[src/hw/rtl/tga_pkg.sv]
package tga_pkg;

    localparam int unsigned HdrLastPos = 17;

    localparam logic [7:0] TYPE_COLOR     = 8'd2;
    localparam logic [7:0] TYPE_GRAY      = 8'd3;
    localparam logic [7:0] TYPE_COLOR_RLE = 8'd10;

    localparam logic [7:0] DEPTH_8  = 8'd8;
    localparam logic [7:0] DEPTH_24 = 8'd24;
    localparam logic [7:0] DEPTH_32 = 8'd32;

    localparam logic [7:0] ALPHA_OPAQUE = 8'd255;
    localparam logic [7:0] PKT_RUN_BIT  = 8'h80;
    localparam logic [7:0] PKT_LEN_MASK = 8'h7F;
    localparam logic [7:0] DESC_TOP_BIT = 8'h20;

    typedef enum logic [1:0] {
        KIND_PIXEL  = 2'd0,
        KIND_HEADER = 2'd1,
        KIND_ERROR  = 2'd2
    } kind_t;

    typedef enum logic [2:0] {
        PH_HEADER = 3'd0,
        PH_IDSKIP = 3'd1,
        PH_PACKET = 3'd2,
        PH_PIXEL  = 3'd3,
        PH_IDLE   = 3'd4
    } phase_t;

    typedef struct packed {
        kind_t       kind;
        logic [7:0]  red;
        logic [7:0]  green;
        logic [7:0]  blue;
        logic [7:0]  alpha;
        logic [31:0] first_index;
        logic [7:0]  run_count;
        logic [15:0] image_width;
        logic [15:0] image_height;
        logic [7:0]  depth_bits;
        logic        bottom_up;
        logic        last;
    } result_t;

    localparam int unsigned OutDataW = 120;

endpackage

[src/hw/rtl/tga_parser.sv]
module tga_parser
    import tga_pkg::*;
(
    input  logic        clk,
    input  logic        rst_n,
    input  logic        step,
    input  logic [7:0]  data_byte,
    input  logic        start_req,
    output logic        res_valid,
    output result_t     res
);

    phase_t      phase_reg, phase_next;
    logic [4:0]  hdr_pos_reg, hdr_pos_next;
    logic [7:0]  id_left_reg, id_left_next;
    logic [15:0] width_reg, width_next;
    logic [15:0] height_reg, height_next;
    logic [7:0]  depth_reg, depth_next;
    logic [7:0]  type_reg, type_next;
    logic        flip_reg, flip_next;
    logic [31:0] total_reg, total_next;
    logic [31:0] pix_pos_reg, pix_pos_next;
    logic [7:0]  pkt_left_reg, pkt_left_next;
    logic        pkt_run_reg, pkt_run_next;
    logic [1:0]  chan_reg, chan_next;
    logic [23:0] partial_reg, partial_next;

    logic        is_rle;
    logic        fmt_ok;
    logic [31:0] product;
    logic [2:0]  nbytes;
    logic [23:0] colour;
    logic        need_more;
    logic [7:0]  count;
    logic [32:0] pos_sum;
    logic [31:0] remaining;
    logic [7:0]  pix_r, pix_g, pix_b, pix_a;

    always_ff @(posedge clk or negedge rst_n)
    begin
        if (!rst_n)
        begin
            phase_reg    <= PH_HEADER;
            hdr_pos_reg  <= '0;
            id_left_reg  <= '0;
            width_reg    <= '0;
            height_reg   <= '0;
            depth_reg    <= '0;
            type_reg     <= '0;
            flip_reg     <= 1'b0;
            total_reg    <= '0;
            pix_pos_reg  <= '0;
            pkt_left_reg <= '0;
            pkt_run_reg  <= 1'b0;
            chan_reg     <= '0;
            partial_reg  <= '0;
        end
        else if (step)
        begin
            phase_reg    <= phase_next;
            hdr_pos_reg  <= hdr_pos_next;
            id_left_reg  <= id_left_next;
            width_reg    <= width_next;
            height_reg   <= height_next;
            depth_reg    <= depth_next;
            type_reg     <= type_next;
            flip_reg     <= flip_next;
            total_reg    <= total_next;
            pix_pos_reg  <= pix_pos_next;
            pkt_left_reg <= pkt_left_next;
            pkt_run_reg  <= pkt_run_next;
            chan_reg     <= chan_next;
            partial_reg  <= partial_next;
        end
    end

    assign product = {16'd0, width_reg} * {16'd0, height_reg};

    always_comb
    begin
        phase_next    = phase_reg;
        hdr_pos_next  = hdr_pos_reg;
        id_left_next  = id_left_reg;
        width_next    = width_reg;
        height_next   = height_reg;
        depth_next    = depth_reg;
        type_next     = type_reg;
        flip_next     = flip_reg;
        total_next    = total_reg;
        pix_pos_next  = pix_pos_reg;
        pkt_left_next = pkt_left_reg;
        pkt_run_next  = pkt_run_reg;
        chan_next     = chan_reg;
        partial_next  = partial_reg;

        res_valid       = 1'b0;
        res.kind        = KIND_PIXEL;
        res.red         = '0;
        res.green       = '0;
        res.blue        = '0;
        res.alpha       = '0;
        res.first_index = '0;
        res.run_count   = '0;
        res.last        = 1'b0;

        fmt_ok    = 1'b0;
        nbytes    = 3'd1;
        colour    = '0;
        need_more = 1'b0;
        count     = '0;
        pos_sum   = '0;
        remaining = '0;
        pix_r     = '0;
        pix_g     = '0;
        pix_b     = '0;
        pix_a     = '0;

        if (start_req)
        begin
            phase_next    = PH_HEADER;
            hdr_pos_next  = '0;
            id_left_next  = '0;
            width_next    = '0;
            height_next   = '0;
            depth_next    = '0;
            type_next     = '0;
            flip_next     = 1'b0;
            total_next    = '0;
            pix_pos_next  = '0;
            pkt_left_next = '0;
            pkt_run_next  = 1'b0;
            chan_next     = '0;
            partial_next  = '0;
        end

        is_rle = (type_next == TYPE_COLOR_RLE);

        case (phase_next)
            PH_HEADER:
            begin
                case (hdr_pos_next)
                    5'd0:  id_left_next = data_byte;
                    5'd2:  type_next = data_byte;
                    5'd12: width_next[7:0] = data_byte;
                    5'd13: width_next[15:8] = data_byte;
                    5'd14: height_next[7:0] = data_byte;
                    5'd15: height_next[15:8] = data_byte;
                    5'd16: depth_next = data_byte;
                    5'd17: flip_next = ((data_byte & DESC_TOP_BIT) == 8'd0);
                    default: ;
                endcase
                if (hdr_pos_next != 5'(HdrLastPos))
                begin
                    hdr_pos_next = hdr_pos_next + 5'd1;
                end
                else
                begin
                    // byte 17 never coincides with a restart, so stored sizes are current
                    fmt_ok = (type_next == TYPE_COLOR || type_next == TYPE_GRAY ||
                              type_next == TYPE_COLOR_RLE) &&
                             (depth_next == DEPTH_8 || depth_next == DEPTH_24 ||
                              depth_next == DEPTH_32) &&
                             !(type_next == TYPE_COLOR_RLE && depth_next == DEPTH_8);
                    total_next   = product;
                    pix_pos_next = '0;
                    res_valid    = 1'b1;
                    if (!fmt_ok)
                    begin
                        phase_next = PH_IDLE;
                        res.kind   = KIND_ERROR;
                    end
                    else
                    begin
                        res.kind = KIND_HEADER;
                        res.last = (product == 32'd0);
                        if (product == 32'd0)
                        begin
                            phase_next = PH_IDLE;
                        end
                        else if (id_left_next != 8'd0)
                        begin
                            phase_next = PH_IDSKIP;
                        end
                        else
                        begin
                            phase_next   = is_rle ? PH_PACKET : PH_PIXEL;
                            chan_next    = '0;
                            partial_next = '0;
                        end
                    end
                end
            end
            PH_IDSKIP:
            begin
                id_left_next = id_left_next - 8'd1;
                if (id_left_next == 8'd0)
                begin
                    phase_next   = is_rle ? PH_PACKET : PH_PIXEL;
                    chan_next    = '0;
                    partial_next = '0;
                end
            end
            PH_PACKET:
            begin
                pkt_run_next  = ((data_byte & PKT_RUN_BIT) != 8'd0);
                pkt_left_next = (data_byte & PKT_LEN_MASK) + 8'd1;
                chan_next     = '0;
                partial_next  = '0;
                phase_next    = PH_PIXEL;
            end
            PH_PIXEL:
            begin
                if (depth_next == DEPTH_32)
                begin
                    nbytes = 3'd4;
                end
                else if (depth_next == DEPTH_24)
                begin
                    nbytes = 3'd3;
                end
                else
                begin
                    nbytes = 3'd1;
                end

                colour = partial_next;
                case (chan_next)
                    2'd0: colour[7:0] = data_byte;
                    2'd1: colour[15:8] = data_byte;
                    2'd2: colour[23:16] = data_byte;
                    default: ;
                endcase

                if (nbytes == 3'd1)
                begin
                    pix_r = data_byte;
                    pix_g = '0;
                    pix_b = '0;
                    pix_a = ALPHA_OPAQUE;
                end
                else
                begin
                    need_more = ({1'b0, chan_next} + 3'd1) < nbytes;
                    pix_b = colour[7:0];
                    pix_g = colour[15:8];
                    pix_r = colour[23:16];
                    pix_a = (nbytes == 3'd4) ? data_byte : ALPHA_OPAQUE;
                end

                if (need_more)
                begin
                    partial_next = colour;
                    chan_next    = chan_next + 2'd1;
                end
                else
                begin
                    chan_next    = '0;
                    partial_next = '0;
                    if (is_rle && pkt_run_next)
                    begin
                        count         = pkt_left_next;
                        pkt_left_next = '0;
                    end
                    else
                    begin
                        count = 8'd1;
                        if (is_rle)
                        begin
                            pkt_left_next = pkt_left_next - 8'd1;
                        end
                    end
                    // a run reaching past the image end is clipped to the pixels left
                    pos_sum   = {1'b0, pix_pos_next} + {25'd0, count};
                    remaining = total_next - pix_pos_next;
                    res.first_index = pix_pos_next;
                    if (pos_sum > {1'b0, total_next})
                    begin
                        count        = remaining[7:0];
                        pix_pos_next = total_next;
                    end
                    else
                    begin
                        pix_pos_next = pos_sum[31:0];
                    end
                    res.last = (pix_pos_next == total_next);
                    if (res.last)
                    begin
                        phase_next = PH_IDLE;
                    end
                    else if (is_rle && pkt_left_next == 8'd0)
                    begin
                        phase_next = PH_PACKET;
                    end
                    res_valid     = 1'b1;
                    res.kind      = KIND_PIXEL;
                    res.red       = pix_r;
                    res.green     = pix_g;
                    res.blue      = pix_b;
                    res.alpha     = pix_a;
                    res.run_count = count;
                end
            end
            default: ;
        endcase

        res.image_width  = width_next;
        res.image_height = height_next;
        res.depth_bits   = depth_next;
        res.bottom_up    = flip_next;
    end

endmodule

[src/hw/rtl/tga_image_stream_decoder.sv]
// Channel   Dir  tdata                                   tuser       tlast
// s_axis    in   data_byte                               start_req   -
// m_axis    out  red..bottom_up (see port comment)       kind        last
//
// While s_axis_tready is high one file byte is taken per cycle; each byte updates
// the parser as it is taken, and any result is in the output register next cycle.
// s_axis_tready stays high while the output register is empty or being drained,
// so bytes keep flowing back to back until a result is held by m_axis_tready.
// rst_n clears the parser to the header phase and empties the output register.
module tga_image_stream_decoder
    import tga_pkg::*;
(
    input  logic                clk,
    input  logic                rst_n,
    input  logic                s_axis_tvalid,
    output logic                s_axis_tready,
    input  logic [7:0]          s_axis_tdata,  // [7:0] data_byte
    input  logic                s_axis_tuser,  // [0] start_req
    output logic                m_axis_tvalid,
    input  logic                m_axis_tready,
    // [7:0] red, [15:8] green, [23:16] blue, [31:24] alpha, [63:32] first_index,
    // [71:64] run_count, [87:72] image_width, [103:88] image_height,
    // [111:104] depth_bits, [112] bottom_up, [119:113] zero
    output logic [OutDataW-1:0] m_axis_tdata,
    output logic [1:0]          m_axis_tuser,  // [1:0] kind
    output logic                m_axis_tlast
);

    logic    accept;
    logic    res_valid;
    result_t res;
    logic    out_valid_reg, out_valid_next;
    result_t out_reg;

    assign s_axis_tready = !out_valid_reg || m_axis_tready;
    assign accept        = s_axis_tvalid && s_axis_tready;

    tga_parser u_parser (
        .clk       (clk),
        .rst_n     (rst_n),
        .step      (accept),
        .data_byte (s_axis_tdata),
        .start_req (s_axis_tuser),
        .res_valid (res_valid),
        .res       (res)
    );

    assign out_valid_next = (out_valid_reg && !m_axis_tready) || (accept && res_valid);

    always_ff @(posedge clk or negedge rst_n)
    begin
        if (!rst_n)
        begin
            out_valid_reg <= 1'b0;
        end
        else
        begin
            out_valid_reg <= out_valid_next;
        end
    end

    always_ff @(posedge clk)
    begin
        if (accept && res_valid)
        begin
            out_reg <= res;
        end
    end

    assign m_axis_tvalid = out_valid_reg;
    assign m_axis_tuser  = out_reg.kind;
    assign m_axis_tlast  = out_reg.last;
    assign m_axis_tdata  = {7'd0, out_reg.bottom_up, out_reg.depth_bits,
                            out_reg.image_height, out_reg.image_width,
                            out_reg.run_count, out_reg.first_index,
                            out_reg.alpha, out_reg.blue, out_reg.green, out_reg.red};

endmodule
[config.mk]
export PLATFORM = sky130hd
export DESIGN_NAME = tga_image_stream_decoder
export DESIGN_NICKNAME = d
export VERILOG_FILES = /design/src/hw/rtl/tga_pkg.sv /design/src/hw/rtl/tga_parser.sv /design/src/hw/rtl/tga_image_stream_decoder.sv
export SDC_FILE = /design/constraint.sdc
export NUM_CORES = 1
export LEC_CHECK = 0
export ABC_AREA = 0
export BUFFER_PORTS_ARGS = -buffer_cell sky130_fd_sc_hd__buf_2
export CAP_MARGIN = 10
export CORE_ASPECT_RATIO = 1.2
export CORE_MARGIN = 2
export CORE_UTILIZATION = 52
export DETAILED_ROUTE_END_ITERATION = 16
export MAX_ROUTING_LAYER = met4
export PLACE_DENSITY = 0.75
export SYNTH_ARGS = -nofsm -noshare
export SYNTH_HDL_FRONTEND = slang
export SYNTH_HIERARCHICAL = 1
export SYNTH_SLANG_ARGS = --single-unit
[constraint.sdc]
create_clock -name clk -period 13.19 [get_ports clk]
set_input_delay 0.6595 -clock clk [delete_from_list [all_inputs] [get_ports clk]]
set_output_delay 0.6595 -clock clk [all_outputs]
set_load 0.02 [all_outputs]
==> out/metrics.yaml <==
status: "completed"
worstPathArrival_ns: 8.73
dp.cells: 3461
post_drt_wl_per_cell_um: 21.9
max_slew_margin: 0.256
reg2regPathDepth: 20
gr-usage-all-layers: 0.313
dpl.hpwl_um: 56400
vdd_drop_max_v: 0.0000944
ctsResizeCount: 0
h-tree-depth: 1
cp-startpoint: "u_parser/width_reg[11]"
synth_compound_area_frac: 0.155
clk_latency_ns: 0.59
grt_max_degree: 73
final_hold_viol_count: 0
yosysWarnings: 6
synth_area_leaders: "dfrtp_1, fa_1, edfxtp_1, ha_1, nand2_1"
cap_violations: 0
overflow: 0
critPathSlowestCell: "dfrtp_1"
layout.nets: 3229
antenna_found_initial: 0
skew_ns: 0.0220
worst_setup_path_start_kind: "flop"
cts_hold_buf: 0
synth_top_family_by_area: "adder cells"
cts_sinks: 281
drive_gt1_frac: 0.0991
ys_ff_latch: 281
die_x_um: 207
die_y_um: 247
rsz0062_at_grt: "false"
num_rows: 89
grt_pass1_vias: 21838
synth_edf_count: 116
finalWirelength_um: 77000
die_area_um2: 51200
cts-root-buf: "clkbuf_16"
cts_tree: "built"
synth_simple_gate_area_frac: 0.200
syn2layout_area_growth_pct: 7.51
p_per_area_nw_per_um2: 102
synthArstFlopShare: 0.587
clk_pin_slew_ns: 0.06
yosysTopAreaCell: "dfrtp_1"
timing.critical_path.cells: "nand2_1 > fa_1 > fa_1 > fa_1 > fa_1 > fa_1 > fa_1 > inv_1 > ha_1 > a21oi_2 > o211ai_4 > and2_4 > a221o_1 > or3_1 > a2111oi_2 > nand4b_1 > nor3_2 > a2111oi_2 > nor2_4 > a21o_1"
max_clock_freq_mhz: 122
required_ns: 13.71
final-max-slew-violation-count: 0
core_um2: 49000
r2r_start: "u_parser/width_reg[11]"
netlist_area_um2: 25700
cp-end-kind: "flop"
grt_pass1_wl_um: 121000
yosysTopAreaCellShare: 0.161
finalSetupViolations: 0
ioPinCount: 138
drt_pre_antenna_iters: 6
synth_fa_ha_area_frac: 0.234
tightest_slew_ns: 1.12
crit_path_frequent_cell: "fa_1"
min_period_ns: 8.20
fin_cells: 3513
largest_reg_flops: 113
vias_per_cell: 6.24
post-route-drc-count: 0
ys_types: 107
synth.area.mux_share: 0.0198
cts.path.max_buffers: 3
synthCells: 2832
cts_setup_buffers: 0
drtAntennaViolNets: 0
antenna_cells: 0
critPathMaxStageDelay_ns: 0.91
dr.first_iter.drc_count: 1863
ys.flop_type: "dfrtp_1"
hp-class: "in -> async"
critPathKind: "reg -> reg"
numPortBuffers: 130
syn_avg_cell_area_um2: 9.07
synthXorXnorAreaFrac: 0.0308
cts-buffers-inserted: 28
path_max_fanout: 25
ys_seq_area_frac: 0.296
final.setup.tns_ns: 0
globalplace.congestion: 1.05
p_leak_uw: 0.0121
vias: 21915
finalCritPeriodShare: 0.622
initial_core_util: 0.524
critical path: cells and delay by family, from the launching register on:
family                   cells  cell delay (ns)
AO/OA/AOI/OAI                6             1.53
adder cells (fa/ha/maj)      7             3.55
buffers and inverters        1             0.05
flip-flops                   1             0.91
AND/OR/NAND/NOR              6             2.07
synthesized netlist by cell type (16+ instances only):
cell type,number
nand4_1,24
nor4_1,19
inv_1,250
buf_2,19
edfxtp_1,116
o21ai_0,133
or3_1,16
clkbuf_1,121
fa_1,196
nor2b_1,16
xor2_1,27
a21oi_1,157
mux2_2,35
ha_1,166
nand3_1,91
xnor2_1,53
nand2_1,352
o211ai_1,20
nor2_1,202
dfrtp_1,165
nor3_1,40
a21o_1,73
a22o_1,30
a31oi_1,24
and2_1,160
and3_1,36
logic make-up (layout without fill, tap and decap cells):
group,after synthesis,count (layout)
buf+inv,420,458
fa+ha+maj,362,362
other cells,1,7
compound gates,600,600
simple gates,1038,1038
flops,281,281
xor+xnor,84,84
mux,46,46
report_power, final:
group | switching [uW] | internal, uW | total [uW]
sequential | 94.2 | 1010 | 1100
clock | 367 | 481 | 848
combinational | 592 | 280 | 872
total | 1050 | 1770 | 2820
stage by stage:
| step | hold slack, ns | setup WS (ns) | area [um^2] | total power, uW | utilization |
|---|---|---|---|---|---|
| after floorplan | 0.364 | 6.20 | 25700 | 1710 | - |
| after global placement | 0.460 | 5.07 | 26600 | 1950 | 0.544 |
| after detailed placement | 0.477 | 5.10 | 26600 | 1970 | 0.544 |
| after CTS | 0.0224 | 5.05 | 27600 | 2810 | 0.564 |
| after global routing | 0.0476 | 4.65 | 27600 | 2950 | 0.564 |
| final | 0.0221 | 4.99 | 27600 | 2820 | 0.564 |
routing by layer:
| layer | part of all wire | GRT usage | up-vias |
|---|---|---|---|
| met1 | 0.39 | 0.389 | 10890 |
| met2 | 0.49 | 0.510 | 1008 |
| met4 | 0.049 | 0.154 | 0 |
| met3 | 0.069 | 0.0311 | 230 |
| li1 | - | - | 9787 |
| met5 | 0 | - | - |
final cells by class:
type	count	area, um^2
well taps	637	797
flip-flops and latches	281	7610
repair buffers	153	830
fillers	4395	21400
multi-input cells	2137	16400
clock inverters	11	148
inverters	253	951
clock buffers	41	831
placed cells by master, fill, tap and decap left out, types with 23 or more instances in the layout:
cell type	Yosys	final
nand2_1	352	351
inv_1	250	250
nor2_1	202	202
fa_1	196	196
ha_1	166	166
dfrtp_1	165	165
and2_1	160	160
a21oi_1	157	156
o21ai_0	133	133
buf_2	19	129
edfxtp_1	116	116
nand3_1	91	91
a21o_1	73	73
xnor2_1	53	53
nor3_1	40	40
and3_1	36	36
mux2_2	35	35
a22o_1	30	30
clkbuf_16	0	29
xor2_1	27	27
nand4_1	24	24
a31oi_1	24	24
buf_4	9	23
worst paths after layout:
check / endpoint / slack [ns]
worst max-delay path: u_parser/partial_reg[6] / 4.99
worst min-delay path: u_parser/pix_pos_reg[23] / 0.02
worst max register to register: u_parser/partial_reg[6] / 4.99
worst min register to register: u_parser/hdr_pos_reg[0] / 0.49
max in group asynchronous: u_parser/partial_reg[1] / 11.08
min in group clk: m_axis_tvalid / 0.37
Power figures use the tool's default switching activity.
